--- src/hw/rtl/altc_pkg.sv ---
package altc_pkg;

	localparam int TableSize = 8;
	localparam int NameWords = 4;
	localparam int NameBytes = 32;
	localparam int SlotW = 3;
	localparam int CntW = 4;

	typedef logic [NameWords*64-1:0] name_t;

	typedef enum logic [1:0] {
		FUNC_CHECK  = 2'd0,
		FUNC_ADD    = 2'd1,
		FUNC_REMOVE = 2'd2,
		FUNC_NEXT   = 2'd3
	} func_t;

	typedef enum logic [1:0] {
		ST_OK       = 2'd0,
		ST_NOTFOUND = 2'd1,
		ST_FULL     = 2'd2,
		ST_EMPTY    = 2'd3
	} status_t;

	typedef enum logic [2:0] {
		REG_ALLOW_REMOTE = 3'd0,
		REG_DEF_LOCAL    = 3'd1,
		REG_DEF_REMOTE   = 3'd2,
		REG_LOCAL_MASK   = 3'd3,
		REG_REMOTE_MASK  = 3'd4
	} reg_idx_t;

	// Command broadcast from the controller to every cell.
	typedef struct packed {
		logic                 write;
		logic                 clear;
		logic [SlotW-1:0]     slot;
		name_t                name;
		logic [31:0]          perms;
	} cell_cmd_t;

	// Search result handed along the chain, lowest slot wins.
	typedef struct packed {
		logic                 match_found;
		logic [SlotW-1:0]     match_slot;
		logic                 free_found;
		logic [SlotW-1:0]     free_slot;
		logic                 next_found;
		logic [SlotW-1:0]     next_slot;
		name_t                next_name;
		logic [31:0]          match_perms;
		logic [31:0]          next_perms;
	} chain_t;

	// Cut the key at its first zero byte.
	function automatic name_t normalize(input name_t src);
		name_t k;
		logic ended;
		k = '0;
		ended = 1'b0;
		for (int b = 0; b < NameWords*8; b++) begin
			if (b >= NameBytes || src[b*8 +: 8] == 8'd0) ended = 1'b1;
			if (!ended) k[b*8 +: 8] = src[b*8 +: 8];
		end
		return k;
	endfunction

endpackage

--- src/hw/rtl/altc_cell.sv ---
module altc_cell
	import altc_pkg::*;
(
	input  logic             clk,
	input  logic             arst_n,
	input  logic [SlotW-1:0] my_slot,
	input  cell_cmd_t        cmd,
	input  name_t            key,
	input  logic [3:0]       start_index,
	input  chain_t           chain_in,
	output chain_t           chain_out
);

	name_t       name_q;
	logic [31:0] perms_q;
	logic        used;
	logic        hit;
	logic        at_or_after;

	// Slot storage.
	always_ff @(posedge clk or negedge arst_n) begin
		if (!arst_n) begin
			name_q  <= '0;
			perms_q <= '0;
		end else if (cmd.slot == my_slot) begin
			if (cmd.clear) begin
				name_q  <= '0;
				perms_q <= '0;
			end else if (cmd.write) begin
				name_q  <= cmd.name;
				perms_q <= cmd.perms;
			end
		end
	end

	assign used        = name_q[7:0] != 8'd0;
	assign hit         = name_q == key;
	assign at_or_after = {1'b0, my_slot} >= start_index;

	// Chain runs from the highest slot down, so lower slots override.
	always_comb begin
		chain_out = chain_in;
		if (hit) begin
			chain_out.match_found = 1'b1;
			chain_out.match_slot  = my_slot;
			chain_out.match_perms = perms_q;
		end
		if (!used) begin
			chain_out.free_found = 1'b1;
			chain_out.free_slot  = my_slot;
		end
		if (used && at_or_after) begin
			chain_out.next_found = 1'b1;
			chain_out.next_slot  = my_slot;
			chain_out.next_name  = name_q;
			chain_out.next_perms = perms_q;
		end
	end

endmodule

--- config.mk ---
export PLATFORM = sky130hd
export DESIGN_NAME = altc_cell
export DESIGN_NICKNAME = d
export VERILOG_FILES = /design/src/hw/rtl/altc_pkg.sv /design/src/hw/rtl/altc_cell.sv
export SDC_FILE = /design/constraint.sdc
export NUM_CORES = 1
export LEC_CHECK = 0
export ABC_AREA = 1
export BUFFER_PORTS_ARGS = -buffer_cell sky130_fd_sc_hd__buf_2
export CORE_AREA = 5 5 473 475
export DETAILED_ROUTE_END_ITERATION = 7
export DIE_AREA = 0 0 478 480
export GPL_TIMING_DRIVEN = 1
export MAX_ROUTING_LAYER = met4
export PLACE_DENSITY = 0.3
export SKIP_CTS_REPAIR_TIMING = 1
export SYNTH_ARGS = -nofsm -noshare
export SYNTH_HDL_FRONTEND = slang
export SYNTH_SLANG_ARGS = --single-unit
export TNS_END_PERCENT = 30
--- constraint.sdc ---
create_clock -name clk -period 2.2 [get_ports clk]
set_input_delay 0.33 -clock clk [delete_from_list [all_inputs] [get_ports clk]]
set_output_delay 0.33 -clock clk [all_outputs]
set_load 0.005 [all_outputs]
==> impl_metrics.ini, run 1 <==
[status]
outcome = complete, but fails checks
violations = setup timing

[power_and_ir_drop]
powerDensity_nw_per_um2 = 704
p_clk_share_pct = 29.3
cellInternalPower_uw = 16100
power_frac_comb_pct = 41.9
p_seq_share_pct = 28.8
ir_drop_uv = 445
leakagePower_uw = 0.0191
switching_power_uw = 10200
netSwitchingFraction_pct = 38.8
p_total_uw = 26300

[sta]
drv_slew = 0
min_period_over_period_pct = 152
fin_ws_ns = -1.14
worst_pin_slew_ns = 0.629
rsz0062_at_grt = true
skew_ns = 0
hold_violations = 0
period_needed_ns = 3.34
fmax_mhz = 299
setup_viol = 332
max-slew-margin-rel_pct = 57.6

[die]
die_h_um = 480
core_um2 = 219000
die-area_um2 = 229000
pin_count = 1222
die_w_um = 478
std_cell_rows = 172
start_util_pct = 8.88

[detailed_routing]
drc = 0
wl_per_cell_um = 21.8
vias_per_cell = 3.40
drtAntennaViolNets = 0
vias = 26403
detail_route.first_pass.iterations = 5
drtIter0Drc = 1290
drt_wl_total_um = 169000

[global_route]
grt_use_total_pct = 14.1
grt_pass1_wl_um = 218000
antenna_found_initial = 135
overflow = 0
grt_pass1_vias = 25818
grt_max_degree = 54

[synth]
syn_nets = 3895
ys_top_cells_by_area = dfrtp_1 (37%), nand2_1 (17%), o21ai_0 (15%)
postSynthAreaPerCell_um2 = 6.48
seq_area_frac_synth_pct = 37.1
syn-cell-area_um2 = 19400
yosysTopAreaCellShare_pct = 37.1
ys_ff_latch = 288
ys_types = 22
ys_warn_count = 0
synth_cells = 3002
yosysTopAreaCell = dfrtp_1

[worst_setup_path]
worstReg2RegStart = name_q[237]
crit_required_ns = 1.87
r2r_cells = 2
worstReg2RegEnd = name_q[237]
startpoint_type = flip-flop
reg2reg_slack_ns = 1.06
critPathCaptureType = output pin
arrival_ns = 3.01
critPathMaxFanout = 8
critPathKind = flip-flop to output pin

[final_layout]
final_common_cell = buf_2
finalNonFillerCells = 7765
fin_nets = 5676
layout_common_cells = buf_2 (1205), nand2_1 (854), o21ai_0 (536), inv_1 (434), buf_4 (337)
multi_input_area_um2 = 10100
fin_util_pct = 17.0
ff_latch_area_um2 = 7210
area_delta_synth_final_pct = 91.9
layout-drive-gt1-share_pct = 38.2
num-fill-cells = 25407

[clock_network]
clockBufferDepth = 3
root_buffer = clkbuf_16
h-tree-depth = 2
clk_latency_ns = 0.62
cts_tree = done
path_clk_slew_ns = 0.06
cts_buffers = 45
cts_sinks = 288

[worst_hold_path]
holdCritStartpoint = cmd[133]
min_to = name_q[101]
min_path_cells = 3
hp-class = input port to flip-flop

[placed_design]
placed_cells = 7316
dp_hpwl_um = 145000
gp_congestion = 0.954
placement.io_buffers = 1221

[flow_run]
max_cap_viol_count = 0
-- layer usage --
layer / track usage (%) / up-vias / part of all wire, %
li1: - / 13120 / -
met1: 16.2 / 12066 / 42
met2: 24.0 / 1043 / 48
met3: 5.02 / 174 / 7.9
met4: 2.18 / 0 / 2.0
met5: - / - / 0
-- power by group through the flow --
stage	combinational (µW)	clock [µW]	sequential, µW
final	11000	7700	7560
after global routing	12300	8300	7750
after CTS	10300	8190	7590
after detailed placement	10200	0	7680
after global placement	10300	0	7670
after floorplan	3940	0	7260
-- metrics by stage --
stage / setup WS (ns) / setup TNS (ns) / hold slack (ns) / area (µm²)
global placement: -1.68 / -267.06 / 0.293 / 31800
floorplan: 0.204 / 0 / 0.0344 / 19400
finish: -1.14 / -329.25 / 0.0205 / 37300
detailed placement: -1.60 / -263.44 / 0.291 / 31800
global route: -1.36 / -407.61 / 0.000639 / 37300
CTS: -2.28 / -509.39 / -0.442 / 33300
-- worst max-delay path, stage by stage, from the launching register on --
cell and delay, ns:
dfrtp_1 0.38, xor2_1 0.15, nor2_2 0.36, buf_4 0.19, nand2_1 0.06, nor2_1 0.08, nand2_1 0.09, nor2_4 0.16
nand2_8 0.09, nor2_4 0.11, buf_12 0.13, buf_12 0.15, buf_4 0.12, nand3_1 0.11, nand2_1 0.08, buf_2 0.11
-- cells by family (layout without fill, tap and decap cells) --
family                   Yosys count  count (layout)  synth area share, %
AO/OA/AOI/OAI                    588             588                 15.3
XOR/XNOR                         107             107                 4.82
adder cells (fa/ha/maj)            3               3                0.193
buffers and inverters            616            2431                 13.5
flip-flops                       288             288                 37.1
other                              0              77                    0
AND/OR/NAND/NOR                 1400            1400                 29.2
-- registers in the layout, indices dropped and copies added, names as in the netlist --
signal   cells
name_q     256
perms_q     32
-- Yosys cell counts, drive strengths merged --
cell type	n
nand2	904
o21ai	584
inv	449
nand3	324
dfrtp	288
nor2	170
xor2	107
buf	104
clkbuf	63
ha	3
a2111oi	1
a21boi	1
a21oi	1
nor3	1
nor4	1
o22ai	1
-- worst max-delay path by stage --
stage / startpoint / slack [ns] / cells past startpoint / to
2_1_floorplan: my_slot[0] / 0.20 / 10 / chain_out[100]
3_3_place_gp: key[174] / -1.68 / 17 / chain_out[50]
3_5_place_dp: key[174] / -1.60 / 17 / chain_out[50]
4_1_cts: name_q[161] / -2.28 / 16 / chain_out[50]
5_1_grt: name_q[189] / -1.36 / 16 / chain_out[40]
6_report: name_q[255] / -1.14 / 15 / chain_out[32]
-- cell type report --
cell class | count | share of cell area [%]
antenna | 77 | 0.517
clock buffer | 65 | 3.49
clock inverter | 16 | 0.533
inverter | 449 | 4.54
multi-input combinational | 2098 | 27.0
sequential | 288 | 19.3
tap | 2871 | 9.63
timing repair buffer | 1901 | 35.0
Note: power is estimated with default switching activity, not from simulation.
==> inputs of run 2 (changes only) <==
--- a/config.mk
+++ b/config.mk
@@ -13,6 +13,7 @@
 export GPL_TIMING_DRIVEN = 1
 export MAX_ROUTING_LAYER = met4
 export PLACE_DENSITY = 0.3
+export REMOVE_ABC_BUFFERS = 1
 export SKIP_CTS_REPAIR_TIMING = 1
 export SYNTH_ARGS = -nofsm -noshare
 export SYNTH_HDL_FRONTEND = slang
==> constraint.sdc (replaced) <==
create_clock -name clk -period 2.2 [get_ports clk]
set_input_delay 0.44 -clock clk [delete_from_list [all_inputs] [get_ports clk]]
set_output_delay 0.44 -clock clk [all_outputs]
set_load 0.005 [all_outputs]
==> impl_metrics.ini, run 2 (same netlist as run 1, synthesis figures left out) <==
[power_and_ir_drop]
p_clk_share_pct = 30.1
power_frac_comb_pct = 41.7
switching_power_uw = 10500
powerDensity_nw_per_um2 = 751
ir_drop_uv = 506
netSwitchingFraction_pct = 39.0
cellInternalPower_uw = 16400
p_seq_share_pct = 28.2
leakagePower_uw = 0.0184

[clock_network]
path_clk_slew_ns = 0.06
cts_buffers = 46
h-tree-depth = 2
cts_sinks = 288
clk_latency_ns = 0.62
root_buffer = clkbuf_16
cts_tree = done
clockBufferDepth = 3

[final_layout]
layout-drive-gt1-share_pct = 40.3
regMostFlops = name_q
area_delta_synth_final_pct = 83.8
largest_reg_flops = 256
fin_nets = 5475
top_regs = name_q (256), perms_q (32)
layout_common_cells = buf_2 (1201), nand2_1 (851), o21ai_0 (521), inv_1 (435), buf_4 (331)
final_common_cell = buf_2
finalNonFillerCells = 7576

[global_route]
antenna_found_initial = 180
grt_pass1_vias = 25310
overflow = 0
grt_max_degree = 102
busiest_layer = met2
use_met2_pct = 22.8
grt_pass1_wl_um = 221000
grt_use_total_pct = 14.5
grtUsageMet3_pct = 5.22
grt_use_met1_pct = 17.7

[detailed_routing]
drc = 0
vias_per_cell = 3.41
drt_wl_total_um = 177000
drtAntennaViolNets = 0
drtIter0Drc = 1378
vias = 25836
wl_per_cell_um = 23.3
detail_route.first_pass.iterations = 5

[worst_setup_path]
worstReg2RegEnd = perms_q[26]
reg2reg_slack_ns = 1.14
critPathKind = flip-flop to output pin
crit_family = simple AND/OR/NAND/NOR gates
startpoint_type = flip-flop
arrival_ns = 3.16
critPathSlowestCell = dfrtp_2
worstReg2RegStart = perms_q[26]
worstPathCellList = xor2_1, nor2_1, nand2_2, nor2_4, buf_6, nand2_4, nor2_4, nand2_2, nor2_4, buf_12, nand2_8, buf_12, nand2_8, nand2_8, buf_6
r2r_cells = 2
crit_buf_inv = 4
critPathCaptureType = output pin
critPathMaxFanout = 5
crit_required_ns = 1.76
worst_path_largest_cell_delay_ns = 0.47

[die]
core_um2 = 219000
start_util_pct = 8.88
pin_count = 1222
die-area_um2 = 229000
die_h_um = 480
die_w_um = 478
std_cell_rows = 172

[worst_hold_path]
min_to = name_q[109]
hp-class = input port to flip-flop
min_path_cells = 3
holdCritStartpoint = cmd[141]

[status]
violations = setup timing
outcome = complete, but fails checks

[sta]
worst_hold_slack_ns = 0.0297
fmax_mhz = 278
setup_viol = 332
min_period_over_period_pct = 164
hold_violations = 0
max-slew-margin-rel_pct = 60.7
period_needed_ns = 3.60
rsz0062_at_grt = true
skew_ns = 0
fin_ws_ns = -1.40
worst_pin_slew_ns = 0.587
drv_slew = 0

[placed_design]
placement.io_buffers = 1221
placed_cells = 7309
gp_congestion = 0.940
dp_hpwl_um = 151000

[flow_run]
max_cap_viol_count = 0
## run 2: power groups by stage
stage / Combinational [µW] / Clock, µW / Sequential [µW]
2_1_floorplan: 4100 / 0 / 7310
3_3_place_gp: 10400 / 0 / 7670
3_5_place_dp: 10400 / 0 / 7670
4_1_cts: 10400 / 8510 / 7590
5_1_grt: 12400 / 8630 / 7750
6_report: 11200 / 8070 / 7580
## run 2: layout make-up
class,count,area [µm²]
diodes,89,223
clock buffers,68,1380
clock inverters,14,220
fillers,25482,183000
inverters,449,1690
multi-input cells,2098,10200
flip-flops and latches,288,7210
well taps,2871,3590
repair buffers,1699,11200
## run 2: through the flow
stage	TNS [ns]	worst slack, ns	utilization [%]	power, µW	area (µm²)
floorplan	-5409.65	-10.74	-	11400	18500
global placement	-278.05	-1.68	14.5	18100	31600
detailed placement	-240.17	-1.59	14.5	18000	31600
CTS	-398.11	-2.18	15.2	26500	33200
global route	-404.84	-1.61	16.3	28700	35700
finish	-335.57	-1.40	16.3	26800	35700
## run 2: worst max path at each step
stage	startpoint	slack, ns	cells after the start	to
6_report	name_q[7]	-1.40	15	chain_out[60]
5_1_grt	name_q[7]	-1.61	15	chain_out[60]
4_1_cts	name_q[18]	-2.18	15	chain_out[56]
3_5_place_dp	key[18]	-1.59	16	chain_out[56]
3_3_place_gp	key[18]	-1.68	17	chain_out[60]
2_1_floorplan	my_slot[0]	-10.74	4	name_q[0]
## run 2: tightest hold or removal path, stage by stage
cell,delay (ns)
buf_2,0.08
nand3_1,0.06
o21ai_0,0.06
## run 2: metal layers
metal,share of wire (%),up-vias
li1,-,12733
met1,43,11666
met4,2.8,0
met3,9.3,233
met5,0,-
met2,45,1204
==> inputs of run 3 (changes only) <==
--- a/config.mk
+++ b/config.mk
@@ -10,7 +10,7 @@
 export CORE_AREA = 5 5 473 475
 export DETAILED_ROUTE_END_ITERATION = 7
 export DIE_AREA = 0 0 478 480
-export GPL_TIMING_DRIVEN = 1
+export GPL_TIMING_DRIVEN = 0
 export MAX_ROUTING_LAYER = met4
 export PLACE_DENSITY = 0.3
 export REMOVE_ABC_BUFFERS = 1
==> impl_metrics.ini, run 3 (same netlist as run 1, synthesis figures left out) <==
[global_route]
grt_pass1_vias = 23470
grt_max_degree = 120
busiest_layer = met2
antenna_found_initial = 144
grt_pass1_wl_um = 210000
grtUsageMet3_pct = 4.72
overflow = 0
grt_use_total_pct = 13.7
use_met2_pct = 21.8
grt_use_met1_pct = 16.9

[placed_design]
pre_cts_slack_ns = -2.77
gp_congestion = 0.977
placement.io_buffers = 1221
dp_hpwl_um = 139000
placed_cells = 6979

[final_layout]
finalNonFillerCells = 7409
layout_common_cells = buf_2 (1197), nand2_1 (765), o21ai_0 (435), inv_1 (424), nand3_1 (322)
final_common_cell = buf_2
regMostFlops = name_q
fin_nets = 5315
num-fill-cells = 25422
layout-drive-gt1-share_pct = 40.3
largest_reg_flops = 256
top_regs = name_q (256), perms_q (32)
area_delta_synth_final_pct = 85.4

[sta]
hold_violations = 0
worst_pin_slew_ns = 0.979
rsz0062_at_grt = true
min_period_over_period_pct = 165
drv_slew = 0
setup_viol = 531
fmax_mhz = 275
period_needed_ns = 3.63
max-slew-margin-rel_pct = 34.7
fin_ws_ns = -1.43
skew_ns = 0

[worst_setup_path]
crit_required_ns = 1.76
critPathKind = flip-flop to output pin
critPathCaptureType = output pin
critPathMaxFanout = 7
startpoint_type = flip-flop
arrival_ns = 3.19

[detailed_routing]
drt_wl_total_um = 178000
vias_per_cell = 3.49
drtAntennaViolNets = 0
detail_route.first_pass.iterations = 5
drc = 0
drtIter0Drc = 1495
vias = 25892
wl_per_cell_um = 24.1

[worst_hold_path]
hp-class = input port to flip-flop

[status]
outcome = complete, but fails checks
violations = setup timing

[die]
die_h_um = 480
start_util_pct = 8.88
die_w_um = 478
pin_count = 1222
core_um2 = 219000
std_cell_rows = 172
die-area_um2 = 229000

[clock_network]
path_clk_slew_ns = 0.06
cts_tree = done
clk_latency_ns = 0.64
root_buffer = clkbuf_16
clockBufferDepth = 3
h-tree-depth = 2
cts_sinks = 288
cts_buffers = 48

[power_and_ir_drop]
ir_drop_uv = 496
leakagePower_uw = 0.0180
powerDensity_nw_per_um2 = 754

[flow_run]
max_cap_viol_count = 0
## run 3: cell count changes in the layout (fill, tap and decap cells not counted), moves of 31 or more
cell           before  now
o21ai_0           521  435
o21ai_1            34   65
nand2_2            36   73
o21ai_2            25   70
nand2_4            13   65
nand2_1           851  765
dlygate4sd3_1      40  109
buf_4             331   57
## run 3: layer usage
metal  routed length, µm  up-vias
met4                3560        0
met2               81800     1219
met5                   0        -
met3               14600      210
met1               78300    12052
li1                    -    12411
## run 3: worst paths after layout
check / endpoint / from / cells after the start / slack (ns)
worst max register to register: name_q[12] / name_q[12] / 2 / 1.19
worst max-delay path: chain_out[59] / name_q[96] / 14 / -1.43
worst min register to register: perms_q[14] / perms_q[14] / 2 / 0.56
worst min-delay path: name_q[105] / cmd[137] / 3 / 0.03
max in group asynchronous: name_q[250] / arst_n / 4 / 0.36
min in group asynchronous: name_q[78] / arst_n / 2 / 0.39
## run 3: critical path, cell delays in order, from the launching register on
cell     delay [ns]
dfrtp_1        0.40
xor2_2         0.19
nor2_1         0.13
nand2_1        0.08
nor2_1         0.12
nand2_2        0.17
nor2_4         0.27
nand2_2        0.10
nor2_4         0.13
buf_12         0.16
buf_16         0.21
nand2_8        0.16
nand2_2        0.13
nand2_4        0.06
buf_2          0.13
## run 3: per-stage QoR
stage	power, µW	util [%]	cell area (µm²)	hold slack (ns)	setup TNS (ns)
finish	27200	16.5	36000	0.0279	-455.74
global route	29000	16.5	36000	-0.00390	-519.82
CTS	25400	14.1	30800	-0.323	-783.80
detailed placement	16100	13.3	29100	0.450	-794.47
global placement	16100	12.9	28200	0.551	-
floorplan	11400	-	18500	0.144	-5409.65
## run 3: area by class of cell
class	instances	area (µm²)	share of cell area, %
Clock inverter	15	293	0.812
Sequential cell	288	7220	20.0
Tap cell	2871	3590	9.97
Multi-Input combinational cell	2104	11000	30.6
Clock buffer	74	1460	4.05
Inverter	449	1730	4.79
Antenna cell	77	193	0.535
Timing Repair Buffer	1531	10500	29.2
## run 3: report_power, final
group | leakage [µW] | internal, µW | switching [µW] | total (µW)
registers | 0.00371 | 6590 | 978 | 7570
logic | 0.0135 | 4210 | 6610 | 10800
clock network | 0.000857 | 5480 | 3320 | 8800
